File: src/kecd_pkg.sv
package kecd_pkg;

	// Special key codes produced by the key ROM and by the Fn arrow layer.
	localparam logic [7:0] KEY_BKSP        = 8'h2A;
	localparam logic [7:0] KEY_TAB         = 8'h2B;
	localparam logic [7:0] KEY_RETURN      = 8'h28;
	localparam logic [7:0] KEY_FN          = 8'hFF;
	localparam logic [7:0] KEY_ARROW_RIGHT = 8'hD7;
	localparam logic [7:0] KEY_ARROW_LEFT  = 8'hD8;
	localparam logic [7:0] KEY_ARROW_DOWN  = 8'hD9;
	localparam logic [7:0] KEY_ARROW_UP    = 8'hDA;

	// Printable keys that the decoder looks at.
	localparam logic [7:0] KEY_BACKTICK = 8'h60;
	localparam logic [7:0] KEY_SPACE    = 8'h20;
	localparam logic [7:0] KEY_N        = 8'h6E;
	localparam logic [7:0] KEY_P        = 8'h70;
	localparam logic [7:0] KEY_R        = 8'h72;
	localparam logic [7:0] KEY_B        = 8'h62;
	localparam logic [7:0] KEY_DOT      = 8'h2E;
	localparam logic [7:0] KEY_SLASH    = 8'h2F;
	localparam logic [7:0] KEY_SEMI     = 8'h3B;
	localparam logic [7:0] KEY_COMMA    = 8'h2C;
	localparam logic [7:0] KEY_ONE      = 8'h31;
	localparam logic [7:0] KEY_FOUR     = 8'h34;

	// Event byte layout.
	localparam int unsigned PRESS_BIT = 7;

	// Counter limits.
	localparam logic [15:0] HOLD_MAX = 16'hFFFF;
	localparam logic [9:0]  GAP_MAX  = 10'h3FF;

	// Register reset values.
	localparam logic [15:0] HOLD_MS_RST    = 16'd5000;
	localparam logic [9:0]  NAV_GAP_MS_RST = 10'd180;

	// Register indexes on the configuration port.
	localparam logic REG_HOLD_MS    = 1'b0;
	localparam logic REG_NAV_GAP_MS = 1'b1;

	// Item kinds carried on tuser.
	localparam logic KIND_EVENT = 1'b0;
	localparam logic KIND_TICK  = 1'b1;

	typedef enum logic [2:0] {
		CMD_NEXT   = 3'd0,
		CMD_PREV   = 3'd1,
		CMD_ROTATE = 3'd2,
		CMD_LIGHT  = 3'd3,
		CMD_SELECT = 3'd4,
		CMD_RESET  = 3'd5
	} cmd_t;

	// Decoded keypad event.
	typedef struct packed {
		logic       valid;
		logic       press;
		logic [7:0] key;
	} key_info_t;

	// One possible result of a decoded item.
	typedef struct packed {
		logic       hit;
		cmd_t       cmd;
		logic [1:0] screen;
	} kecd_res_t;

	// Decoder status seen by the top level.
	typedef struct packed {
		logic fn_down;
		logic erase_held;
	} kecd_stat_t;

	// Physical 4x14 layout, row-major.
	localparam int unsigned ROM_DEPTH = 56;
	localparam logic [7:0] KEY_ROM [0:ROM_DEPTH-1] = '{
		8'h60, 8'h31, 8'h32, 8'h33, 8'h34, 8'h35, 8'h36,
		8'h37, 8'h38, 8'h39, 8'h30, 8'h2D, 8'h3D, 8'h2A,
		8'h2B, 8'h71, 8'h77, 8'h65, 8'h72, 8'h74, 8'h79,
		8'h75, 8'h69, 8'h6F, 8'h70, 8'h5B, 8'h5D, 8'h5C,
		8'hFF, 8'h81, 8'h61, 8'h73, 8'h64, 8'h66, 8'h67,
		8'h68, 8'h6A, 8'h6B, 8'h6C, 8'h3B, 8'h27, 8'h28,
		8'h80, 8'h00, 8'h82, 8'h7A, 8'h78, 8'h63, 8'h76,
		8'h62, 8'h6E, 8'h6D, 8'h2C, 8'h2E, 8'h2F, 8'h20
	};

	// ROM read; indexes past the end only occur for rejected keycodes.
	function automatic logic [7:0] key_rom_read(input logic [5:0] idx);
		logic [7:0] val;
		val = 8'h00;
		if (idx < 6'(ROM_DEPTH)) begin
			val = KEY_ROM[idx];
		end
		return val;
	endfunction

endpackage

File: src/kecd_keymap.sv
module kecd_keymap (
	input  logic [7:0]          raw_event,
	output kecd_pkg::key_info_t info
);
	import kecd_pkg::*;

	logic [6:0]  code;
	logic [6:0]  code_m1;
	logic [14:0] prod;
	logic [3:0]  srow;
	logic [6:0]  rem;
	logic [3:0]  scol;
	logic [5:0]  idx;

	// Split keycode-1 into scan row and column: x/10 as (x*205)>>11, exact for x < 1029.
	always_comb begin
		code    = raw_event[6:0];
		code_m1 = code - 7'd1;
		prod    = 15'(code_m1) * 15'd205;
		srow    = prod[14:11];
		rem     = code_m1 - 7'(7'(srow) * 7'd10);
		scol    = rem[3:0];
	end

	// Remap 7x8 scan position to the 4x14 layout and look up the key.
	always_comb begin
		idx        = 6'(6'(scol[1:0]) * 6'd14) + 6'({srow[2:0], scol[2]});
		info.valid = (code != 7'd0) && (srow <= 4'd6) && (scol <= 4'd7);
		info.press = raw_event[PRESS_BIT];
		info.key   = key_rom_read(idx);
	end

endmodule

File: src/kecd_core.sv
module kecd_core (
	input  logic                 clk,
	input  logic                 arst_n,
	input  logic                 en,
	input  logic                 kind,
	input  kecd_pkg::key_info_t  info,
	input  logic [15:0]          hold_ms,
	input  logic [9:0]           nav_gap_ms,
	output kecd_pkg::kecd_res_t  res,
	output kecd_pkg::kecd_stat_t stat
);
	import kecd_pkg::*;

	logic        fn_down_q, fn_down_d;
	logic        erase_held_q, erase_held_d;
	logic [15:0] hold_ticks_q, hold_ticks_d;
	logic [9:0]  since_q, since_d;
	logic [15:0] hold_inc;
	logic [7:0]  nav_key;

	// Decoder state, updated once per processed item.
	always_ff @(posedge clk or negedge arst_n) begin
		if (!arst_n) begin
			fn_down_q    <= 1'b0;
			erase_held_q <= 1'b0;
			hold_ticks_q <= '0;
			since_q      <= '0;
		end else if (en) begin
			fn_down_q    <= fn_down_d;
			erase_held_q <= erase_held_d;
			hold_ticks_q <= hold_ticks_d;
			since_q      <= since_d;
		end
	end

	assign hold_inc = (hold_ticks_q != HOLD_MAX) ? hold_ticks_q + 16'd1 : hold_ticks_q;

	// Fn arrow layer.
	always_comb begin
		nav_key = info.key;
		if (fn_down_q) begin
			priority if (info.key == KEY_DOT) begin
				nav_key = KEY_ARROW_DOWN;
			end else if (info.key == KEY_SEMI) begin
				nav_key = KEY_ARROW_UP;
			end else if (info.key == KEY_COMMA) begin
				nav_key = KEY_ARROW_LEFT;
			end else if (info.key == KEY_SLASH) begin
				nav_key = KEY_ARROW_RIGHT;
			end else begin
				// Keys outside the punctuation cluster pass through.
			end
		end
	end

	// Next state and result for the item in the input register.
	always_comb begin
		fn_down_d    = fn_down_q;
		erase_held_d = erase_held_q;
		hold_ticks_d = hold_ticks_q;
		since_d      = since_q;
		res.hit      = 1'b0;
		res.cmd      = CMD_NEXT;
		res.screen   = 2'd0;
		if (kind == KIND_TICK) begin
			if (since_q != GAP_MAX) begin
				since_d = since_q + 10'd1;
			end
			if (erase_held_q) begin
				hold_ticks_d = hold_inc;
				if (hold_inc >= hold_ms) begin
					erase_held_d = 1'b0;
					res.hit      = 1'b1;
					res.cmd      = CMD_RESET;
				end
			end
		end else if (info.valid) begin
			priority if (info.key == KEY_FN) begin
				fn_down_d = info.press;
			end else if (info.key == KEY_BKSP) begin
				if (info.press) begin
					if (!erase_held_q) begin
						erase_held_d = 1'b1;
						hold_ticks_d = '0;
					end
				end else if (erase_held_q) begin
					erase_held_d = 1'b0;
					res.hit      = 1'b1;
					res.cmd      = CMD_PREV;
				end
			end else if (!info.press) begin
				// Other releases do nothing.
			end else if (fn_down_q && info.key == KEY_BACKTICK) begin
				res.hit = 1'b1;
				res.cmd = CMD_LIGHT;
			end else if (since_q >= nav_gap_ms) begin
				// Any press past the gap restarts it, whether or not it maps.
				since_d = '0;
				priority if (nav_key == KEY_ARROW_DOWN || nav_key == KEY_ARROW_RIGHT ||
						nav_key == KEY_RETURN || nav_key == KEY_SPACE ||
						nav_key == KEY_N || nav_key == KEY_DOT ||
						nav_key == KEY_SLASH || nav_key == KEY_SEMI) begin
					res.hit = 1'b1;
					res.cmd = CMD_NEXT;
				end else if (nav_key == KEY_ARROW_UP || nav_key == KEY_ARROW_LEFT ||
						nav_key == KEY_P || nav_key == KEY_COMMA) begin
					res.hit = 1'b1;
					res.cmd = CMD_PREV;
				end else if (nav_key == KEY_R) begin
					res.hit = 1'b1;
					res.cmd = CMD_ROTATE;
				end else if (nav_key == KEY_B || nav_key == KEY_TAB) begin
					res.hit = 1'b1;
					res.cmd = CMD_LIGHT;
				end else if (nav_key >= KEY_ONE && nav_key <= KEY_FOUR) begin
					res.hit    = 1'b1;
					res.cmd    = CMD_SELECT;
					res.screen = 2'(nav_key - KEY_ONE);
				end else begin
					// Keys without a command only restart the gap.
				end
			end else begin
				// Presses inside the gap are ignored.
			end
		end
	end

	assign stat.fn_down    = fn_down_q;
	assign stat.erase_held = erase_held_q;

endmodule

File: src/keypad_event_command_decoder_unit.sv
// Keypad event command decoder.
// An accepted item is held in the input register and decoded; any command it yields
// is loaded into the result register, which drives master-side tvalid.
// Throughput: one item per cycle; the decode between the input register and the
// result register is a single pass, and the input stalls only while a result waits.
// Reset: arst_n clears all decoder state and valid flags, and loads the
// registers with their defaults (hold_ms 5000, nav_gap_ms 180).
module keypad_event_command_decoder_unit (
	input  logic        clk,
	input  logic        arst_n,
	// Input stream: tdata = raw_event[7:0]; tuser = kind[0].
	input  logic        s_axis_tvalid,
	output logic        s_axis_tready,
	input  logic [7:0]  s_axis_tdata,
	input  logic [0:0]  s_axis_tuser,
	// Result stream: tdata = command[2:0], screen_index[4:3], zero[7:5].
	output logic        m_axis_tvalid,
	input  logic        m_axis_tready,
	output logic [7:0]  m_axis_tdata,
	// Configuration port.
	input  logic        psel,
	input  logic        penable,
	input  logic        pwrite,
	input  logic [2:0]  paddr,
	input  logic [31:0] pwdata,
	output logic [31:0] prdata,
	output logic        pready
);
	import kecd_pkg::*;

	logic                valid_s1;
	logic                kind_s1;
	logic [7:0]          raw_s1;
	logic                adv;
	logic                cfg_wr;
	logic [15:0]         hold_ms_q;
	logic [9:0]          nav_gap_ms_q;
	logic                out_valid_q;
	cmd_t                out_cmd_q;
	logic [1:0]          out_screen_q;
	key_info_t           info;
	kecd_res_t           res;
	kecd_stat_t          stat;

	// Configuration registers; the register index is the word address.
	assign pready = 1'b1;
	assign cfg_wr = psel && penable && pwrite && pready;

	always_ff @(posedge clk or negedge arst_n) begin
		if (!arst_n) begin
			hold_ms_q    <= HOLD_MS_RST;
			nav_gap_ms_q <= NAV_GAP_MS_RST;
		end else if (cfg_wr) begin
			if (paddr[2] == REG_HOLD_MS) begin
				hold_ms_q <= pwdata[15:0];
			end else begin
				nav_gap_ms_q <= pwdata[9:0];
			end
		end
	end

	assign prdata = (paddr[2] == REG_NAV_GAP_MS) ? {22'd0, nav_gap_ms_q} : {16'd0, hold_ms_q};

	// The input register item is processed when the result register is free or its result is being taken.
	assign adv           = valid_s1 && (!out_valid_q || m_axis_tready);
	assign s_axis_tready = !valid_s1 || adv;

	always_ff @(posedge clk or negedge arst_n) begin
		if (!arst_n) begin
			valid_s1 <= 1'b0;
		end else if (s_axis_tready) begin
			valid_s1 <= s_axis_tvalid;
		end
	end

	always_ff @(posedge clk) begin
		if (s_axis_tready && s_axis_tvalid) begin
			kind_s1 <= s_axis_tuser[0];
			raw_s1  <= s_axis_tdata;
		end
	end

	kecd_keymap u_keymap (
		.raw_event (raw_s1),
		.info      (info)
	);

	kecd_core u_core (
		.clk        (clk),
		.arst_n     (arst_n),
		.en         (adv),
		.kind       (kind_s1),
		.info       (info),
		.hold_ms    (hold_ms_q),
		.nav_gap_ms (nav_gap_ms_q),
		.res        (res),
		.stat       (stat)
	);

	// Result register.
	always_ff @(posedge clk or negedge arst_n) begin
		if (!arst_n) begin
			out_valid_q <= 1'b0;
		end else if (adv) begin
			out_valid_q <= res.hit;
		end else if (m_axis_tready) begin
			out_valid_q <= 1'b0;
		end
	end

	always_ff @(posedge clk) begin
		if (adv) begin
			out_cmd_q    <= res.cmd;
			out_screen_q <= res.screen;
		end
	end

	assign m_axis_tvalid = out_valid_q;
	assign m_axis_tdata  = {3'd0, out_screen_q, out_cmd_q};

	// A free result register never blocks the input side.
	a_ready_when_free: assert property (@(posedge clk) disable iff (!arst_n)
		!out_valid_q |-> s_axis_tready)
		else $error("input stalled while the result register was free");

	// Only the select command carries a screen number.
	a_screen_zero: assert property (@(posedge clk) disable iff (!arst_n)
		(out_valid_q && out_cmd_q != CMD_SELECT) |-> (out_screen_q == 2'd0))
		else $error("screen number set on a non-select command");

	// The backspace hold ends only with a reset or previous command.
	a_hold_end_emits: assert property (@(posedge clk) disable iff (!arst_n)
		$fell(stat.erase_held) |-> $past(adv && res.hit &&
			(res.cmd == CMD_RESET || res.cmd == CMD_PREV)))
		else $error("backspace hold cleared without a command");

	// A decoded reset command lands in the result register.
	a_reset_from_tick: assert property (@(posedge clk) disable iff (!arst_n)
		(adv && res.hit && res.cmd == CMD_RESET) |=> (out_valid_q && out_cmd_q == CMD_RESET))
		else $error("reset command lost in the result register");

endmodule

File: config.mk
export PLATFORM = sky130hd
export DESIGN_NAME = keypad_event_command_decoder_unit
export DESIGN_NICKNAME = d
export VERILOG_FILES = /design/src/kecd_pkg.sv /design/src/kecd_keymap.sv /design/src/kecd_core.sv /design/src/keypad_event_command_decoder_unit.sv
export SDC_FILE = /design/constraint.sdc
export NUM_CORES = 1
export LEC_CHECK = 0
export ABC_CLOCK_PERIOD_IN_PS = 10800
export BUFFER_PORTS_ARGS = -buffer_cell sky130_fd_sc_hd__buf_4
export CORE_MARGIN = 2
export CORE_UTILIZATION = 60
export DETAILED_ROUTE_END_ITERATION = 8
export PLACE_DENSITY = 0.87
export SLEW_MARGIN = 20
export SYNTH_ARGS = -nofsm -noshare
export SYNTH_HDL_FRONTEND = slang
export SYNTH_HIERARCHICAL = 1
export SYNTH_SLANG_ARGS = --single-unit
export TNS_END_PERCENT = 1
File: constraint.sdc
create_clock -name clk -period 10.8 [get_ports clk]
set_input_delay 2.7 -clock clk [delete_from_list [all_inputs] [get_ports clk]]
set_output_delay 2.7 -clock clk [all_outputs]
set_load 0.02 [all_outputs]
* Yosys cells after proc, flatten, opt, wreduce, memory -nomap -nowiden
Memories as Yosys holds them, arrays and structs flattened.
Cells that the tools add are included.
** Word-level totals
- Bits in registers :: 70
- Bits in read-only memories :: 512
- Word-level logic and storage cells :: 163
- Memories kept :: 1
** Cells by class
- Add/subtract/negate cells :: 6
- $mul :: 3
- $lt $le $gt $ge :: 8
- Eq/ne operators :: 30
- Muxes and demuxes :: 62
- Bitwise logic cells :: 5
- Reduce and logical (&&, ||, !) cells :: 36
** Memory list
- (no name shown) :: depth 64, width 8, rd ports 1, clocked after memory_dff 0, write ports 0, RTL line kecd_pkg.sv:93 : val = KEY_ROM[idx];
** Operator list (count)
- 16-bit 2-to-1 mux :: 9
- 8-bit by 6-bit equality test with 1-bit output, second input constant :: 12
- 10-bit 2-to-1 mux :: 8
- 6-bit 2-to-1 mux :: 11
- 8-bit 2-to-1 mux :: 8
- 4-bit 2-to-1 mux :: 11
- 8-bit by 7-bit equality test with 1-bit output, second input constant :: 5
- 8-bit equality test, second input constant :: 5
- 16-bit by 1-bit adder with 16-bit output, second input constant :: 1
- 16-bit greater-or-equal comparator :: 1
- 16-bit != test, second input constant :: 1
- 7-bit by 8-bit multiplier with 15-bit output, second input constant :: 1
- 1-bit logical OR :: 13
- 2-bit 2-to-1 mux :: 6
- 10-bit by 1-bit adder with 10-bit output, second input constant :: 1
- 10-bit greater-or-equal comparator :: 1
- 10-bit != test, second input constant :: 1
- 2-bit nonzero test :: 5
- 1-bit 2-to-1 mux :: 9
- 8-bit by 6-bit greater-or-equal comparator with 1-bit output, second input constant :: 1
- 4-bit by 3-bit <= comparator with 1-bit output, second input constant :: 2
- 8-bit by 6-bit <= comparator with 1-bit output, second input constant :: 1
- 1-bit logical AND :: 8
- 2-bit != test, second input constant :: 4
- other kinds (18) :: 25

* Longest topological paths before layout
- Depth after elaboration :: 40
- Mapped depth :: 46
- Gate-level depth less buffers :: 42

* By module
The synthesis kept the hierarchy.
** By module, submodules not included
- kecd_core :: times used 1, cells each 372, area each 2955.3 µm², seq. area each 700.7 µm²
- kecd_keymap :: times used 1, cells each 288, area each 2177.1 µm², seq. area each 0.0 µm²
- keypad_event_command_decoder_unit :: times used 1, cells each 118, area each 1874.3 µm², seq. area each 1132.3 µm²

* Worst setup path after synthesis
No wires, ideal clock.
- Kind :: reg-to-reg
- From :: register raw_s1[0]
- To :: register out_cmd_q[0] (data pin)
- Setup time :: 0.160 ns
- Arrival time :: 8.775 ns
- Required time :: 10.640 ns
- Slack :: 1.865 ns
- Cell stages (with the launch flop) :: 43
- Path buffers :: 4
- Clock period less this slack :: 8.935 ns
- Cell sequence :: edfxtp_1 > inv_1 > ha_1 > nand2_1 > xnor2_1 > ha_1 > inv_1 > fa_1 > inv_1 > ha_1 > inv_1 > fa_1 > inv_1 > ha_1 > a211oi_1 > o21a_1 > o221ai_1 > xor2_1 > (+7 left out) > or3_1 > o2111ai_1 > nor2_1 > buf_2 > nor3_1 > o21ai_0 > a41oi_1 > buf_2 > nand4b_1 > nor3_1 > a22o_1 > inv_1 > ha_1 > a22oi_1 > o22ai_1 > a221oi_2 > o311ai_1 > a41oi_1
** RTL lines
- start, declared :: RTL line keypad_event_command_decoder_unit.sv:33 : logic [7:0] raw_s1;
- start signal, assigned :: RTL line keypad_event_command_decoder_unit.sv:79 : raw_s1 <= s_axis_tdata;
- end signal, assigned :: RTL line keypad_event_command_decoder_unit.sv:113 : out_cmd_q <= res.cmd;
- end, declared :: RTL line keypad_event_command_decoder_unit.sv:39 : cmd_t out_cmd_q;

==> results by group <==
Logic synthesis
  – Synth Instances: 776
  – Cell Area, Synth: 6992 um^2
  – Synth warn: 6
  – Syn_area_per_cell: 9.010 um^2

Status
  – Status: finished, final reports clean

Floorplanning
  – Core footprint: 11420 um^2
  – Starting Density: 0.6123
  – Die W: 112.0 um
  – DIE HEIGHT: 112.0 um
  – IO Pins: 94
  – Die ar.: 12530 um^2
  – Cell row count: 39

Finish
  – Most common cell after layout, fill and taps aside: ha_1
  – Commonest cells after routing, fill and taps aside: ha_1 (78), inv_1 (74), buf_4 (62), nand2_1 (51), dfrtp_1 (47)
  – Share of cells above drive strength 1: 0.1895
  – Reg area: 1833 um^2
  – Synth-to-layout area growth: 10.99%
  – Final net count: 951
  – Multi-input gate area: about 4700 um^2
  – Filler instances: 865
  – Antenna Cells: 0
  – Final core utilization: 0.6796

Route
  – WL final: 17.63 mm
  – First-pass DRT Iterations: 6
  – Vias/cell: approximately 6.5
  – # DRC: 0
  – Post-DR wirelength/cell: 18.35 um
  – Final ANT Viol Nets: 0
  – DR iter-0 viols: 694
  – Total number of vias: 6266

Worst setup path
  – Critical path class: flip-flop to flip-flop
  – CP most frequent cell: ha_1
  – Worst R2R Setup Slack: 0.70 ns
  – CP Capture Type: flip-flop
  – R2R depth: 38
  – CP max-delay cell: edfxtp_1
  – Critical path data required time: 10.96 ns
  – Critical-path maximum fanout: 10
  – CP Launch Type: flip-flop
  – Crit-path max cell delay: 0.55 ns
  – Worst path arrival time: 10.27 ns

Timing
  – Final hold viol count: 0
  – Unrepaired setup endpoints after global routing: no
  – Fin Setup TNS: 0 ns
  – Final setup vio count: 0
  – Fmax: about 99 MHz
  – Worst Skew: 0.005726 ns
  – Crit share post-route: 0.9354
  – Slew @ Worst Pin: 1.007 ns
  – Clock period minus worst slack: 10.10 ns
  – Hold slack: 0.5057 ns
  – Fin. max-slew vios: 0
  – Normalized max-slew margin: 0.3290

Clock tree
  – CTS Root Cell: clkbuf_16
  – Num CTS Buffers: 9
  – Setup bufs post-CTS: 0
  – Clk sinks: 70
  – H-tree Lvls: 3
  – Worst skew pair latency: 0.33 ns
  – PostCTS Resize Cnt: 0
  – CTS max path bufs: 2
  – CTS tree: done
  – Clk slew on worst S/H paths: approximately 0.06 ns
  – Cts hold-fix bufs: 0

Global routing
  – Number of global-route vias before repair: 6082
  – First-pass GRT wire length: 29.41 mm
  – Largest net degree at the start of global routing: between 50 and 60
  – Global route overflow: 0
  – Initial antenna violation count: 0
  – Tot GR Track Use: 0.2842

Placed design
  – Dpl hpwl: 12.74 mm
  – Routability Congestion: ~0.96
  – PortBufs: 55

Job
  – # Max-Cap Violations: 0

Hold path
  – Hold Path Class: flip-flop to flip-flop
  – Hold path cells: 2
==> sequential cells by signal (all words and copies together) (netlist names) <==
| name | cells |
|---|---|
| out_screen_q | 2 |
| u_core/erase_held_q | 1 |
| raw_s1 | 8 |
| m_axis_tvalid | 1 |
| kind_s1 | 1 |
| valid_s1 | 1 |
| u_core/hold_ticks_q | 16 |
| u_core/fn_down_q | 1 |
| hold_ms_q | 16 |
| nav_gap_ms_q | 10 |
| out_cmd_q | 3 |
| u_core/since_q | 10 |
==> final timing paths <==
path	startpoint	to
worst min-delay path	valid_s1$_DFFE_PN0P_	m_axis_tvalid$_DFFE_PN0P_
max in group asynchronous	arst_n	u_core/since_q[6]$_DFFE_PN0P_
worst max register to register	raw_s1[0]$_DFFE_PP_	out_cmd_q[0]$_DFFE_PP_
worst max-delay path	raw_s1[0]$_DFFE_PP_	out_cmd_q[0]$_DFFE_PP_
min in group asynchronous	arst_n	u_core/hold_ticks_q[5]$_DFFE_PN0P_
worst min register to register	valid_s1$_DFFE_PN0P_	m_axis_tvalid$_DFFE_PN0P_
==> worst max-delay path: cells and delay by family, from the launching register on <==
kind / cells / cell delay [ns]
xor gates and xnor gates: 3 / 0.73
DFF: 1 / 0.55
and+or+nand+nor: 6 / 1.57
AOI/OAI and AO/OA: 12 / 3.11
adders and majority gates: 10 / 3.34
buffers and inverters: 7 / 0.61
==> routing by layer <==
metal  vias to the layer above  track usage  share of wire
li1                       2886            -              -
met4                         0      0.08537          0.019
met1                      3022       0.3875           0.43
met3                        46      0.05008          0.065
met5                         -            0              0
met2                       312       0.4663           0.49
==> final cells by class <==
class                           count  share of cell area
Timing Repair Buffer               62             0.05998
Clock inverter                      5             0.01048
Clock buffer                       11             0.03273
Multi-Input combinational cell    594              0.6008
Tap cell                          143             0.02306
Inverter                           76             0.03676
Sequential cell                    70              0.2362
==> stage by stage <==
| step | cells | setup WS (ns) | area, um^2 |
|---|---|---|---|
| floorplan | 794 | 1.865 | 7059 |
| global placement | 945 | 0.5919 | 7376 |
| detailed placement | 945 | 0.2200 | 7376 |
| CTS | 961 | 0.1573 | 7711 |
| global route | 961 | 0.01786 | 7760 |
| finish | 961 | 0.6973 | 7760 |
Power is left out: the tool's default activity adds up to more than one toggle a clock period on the data nets, which glitch-free logic cannot reach.
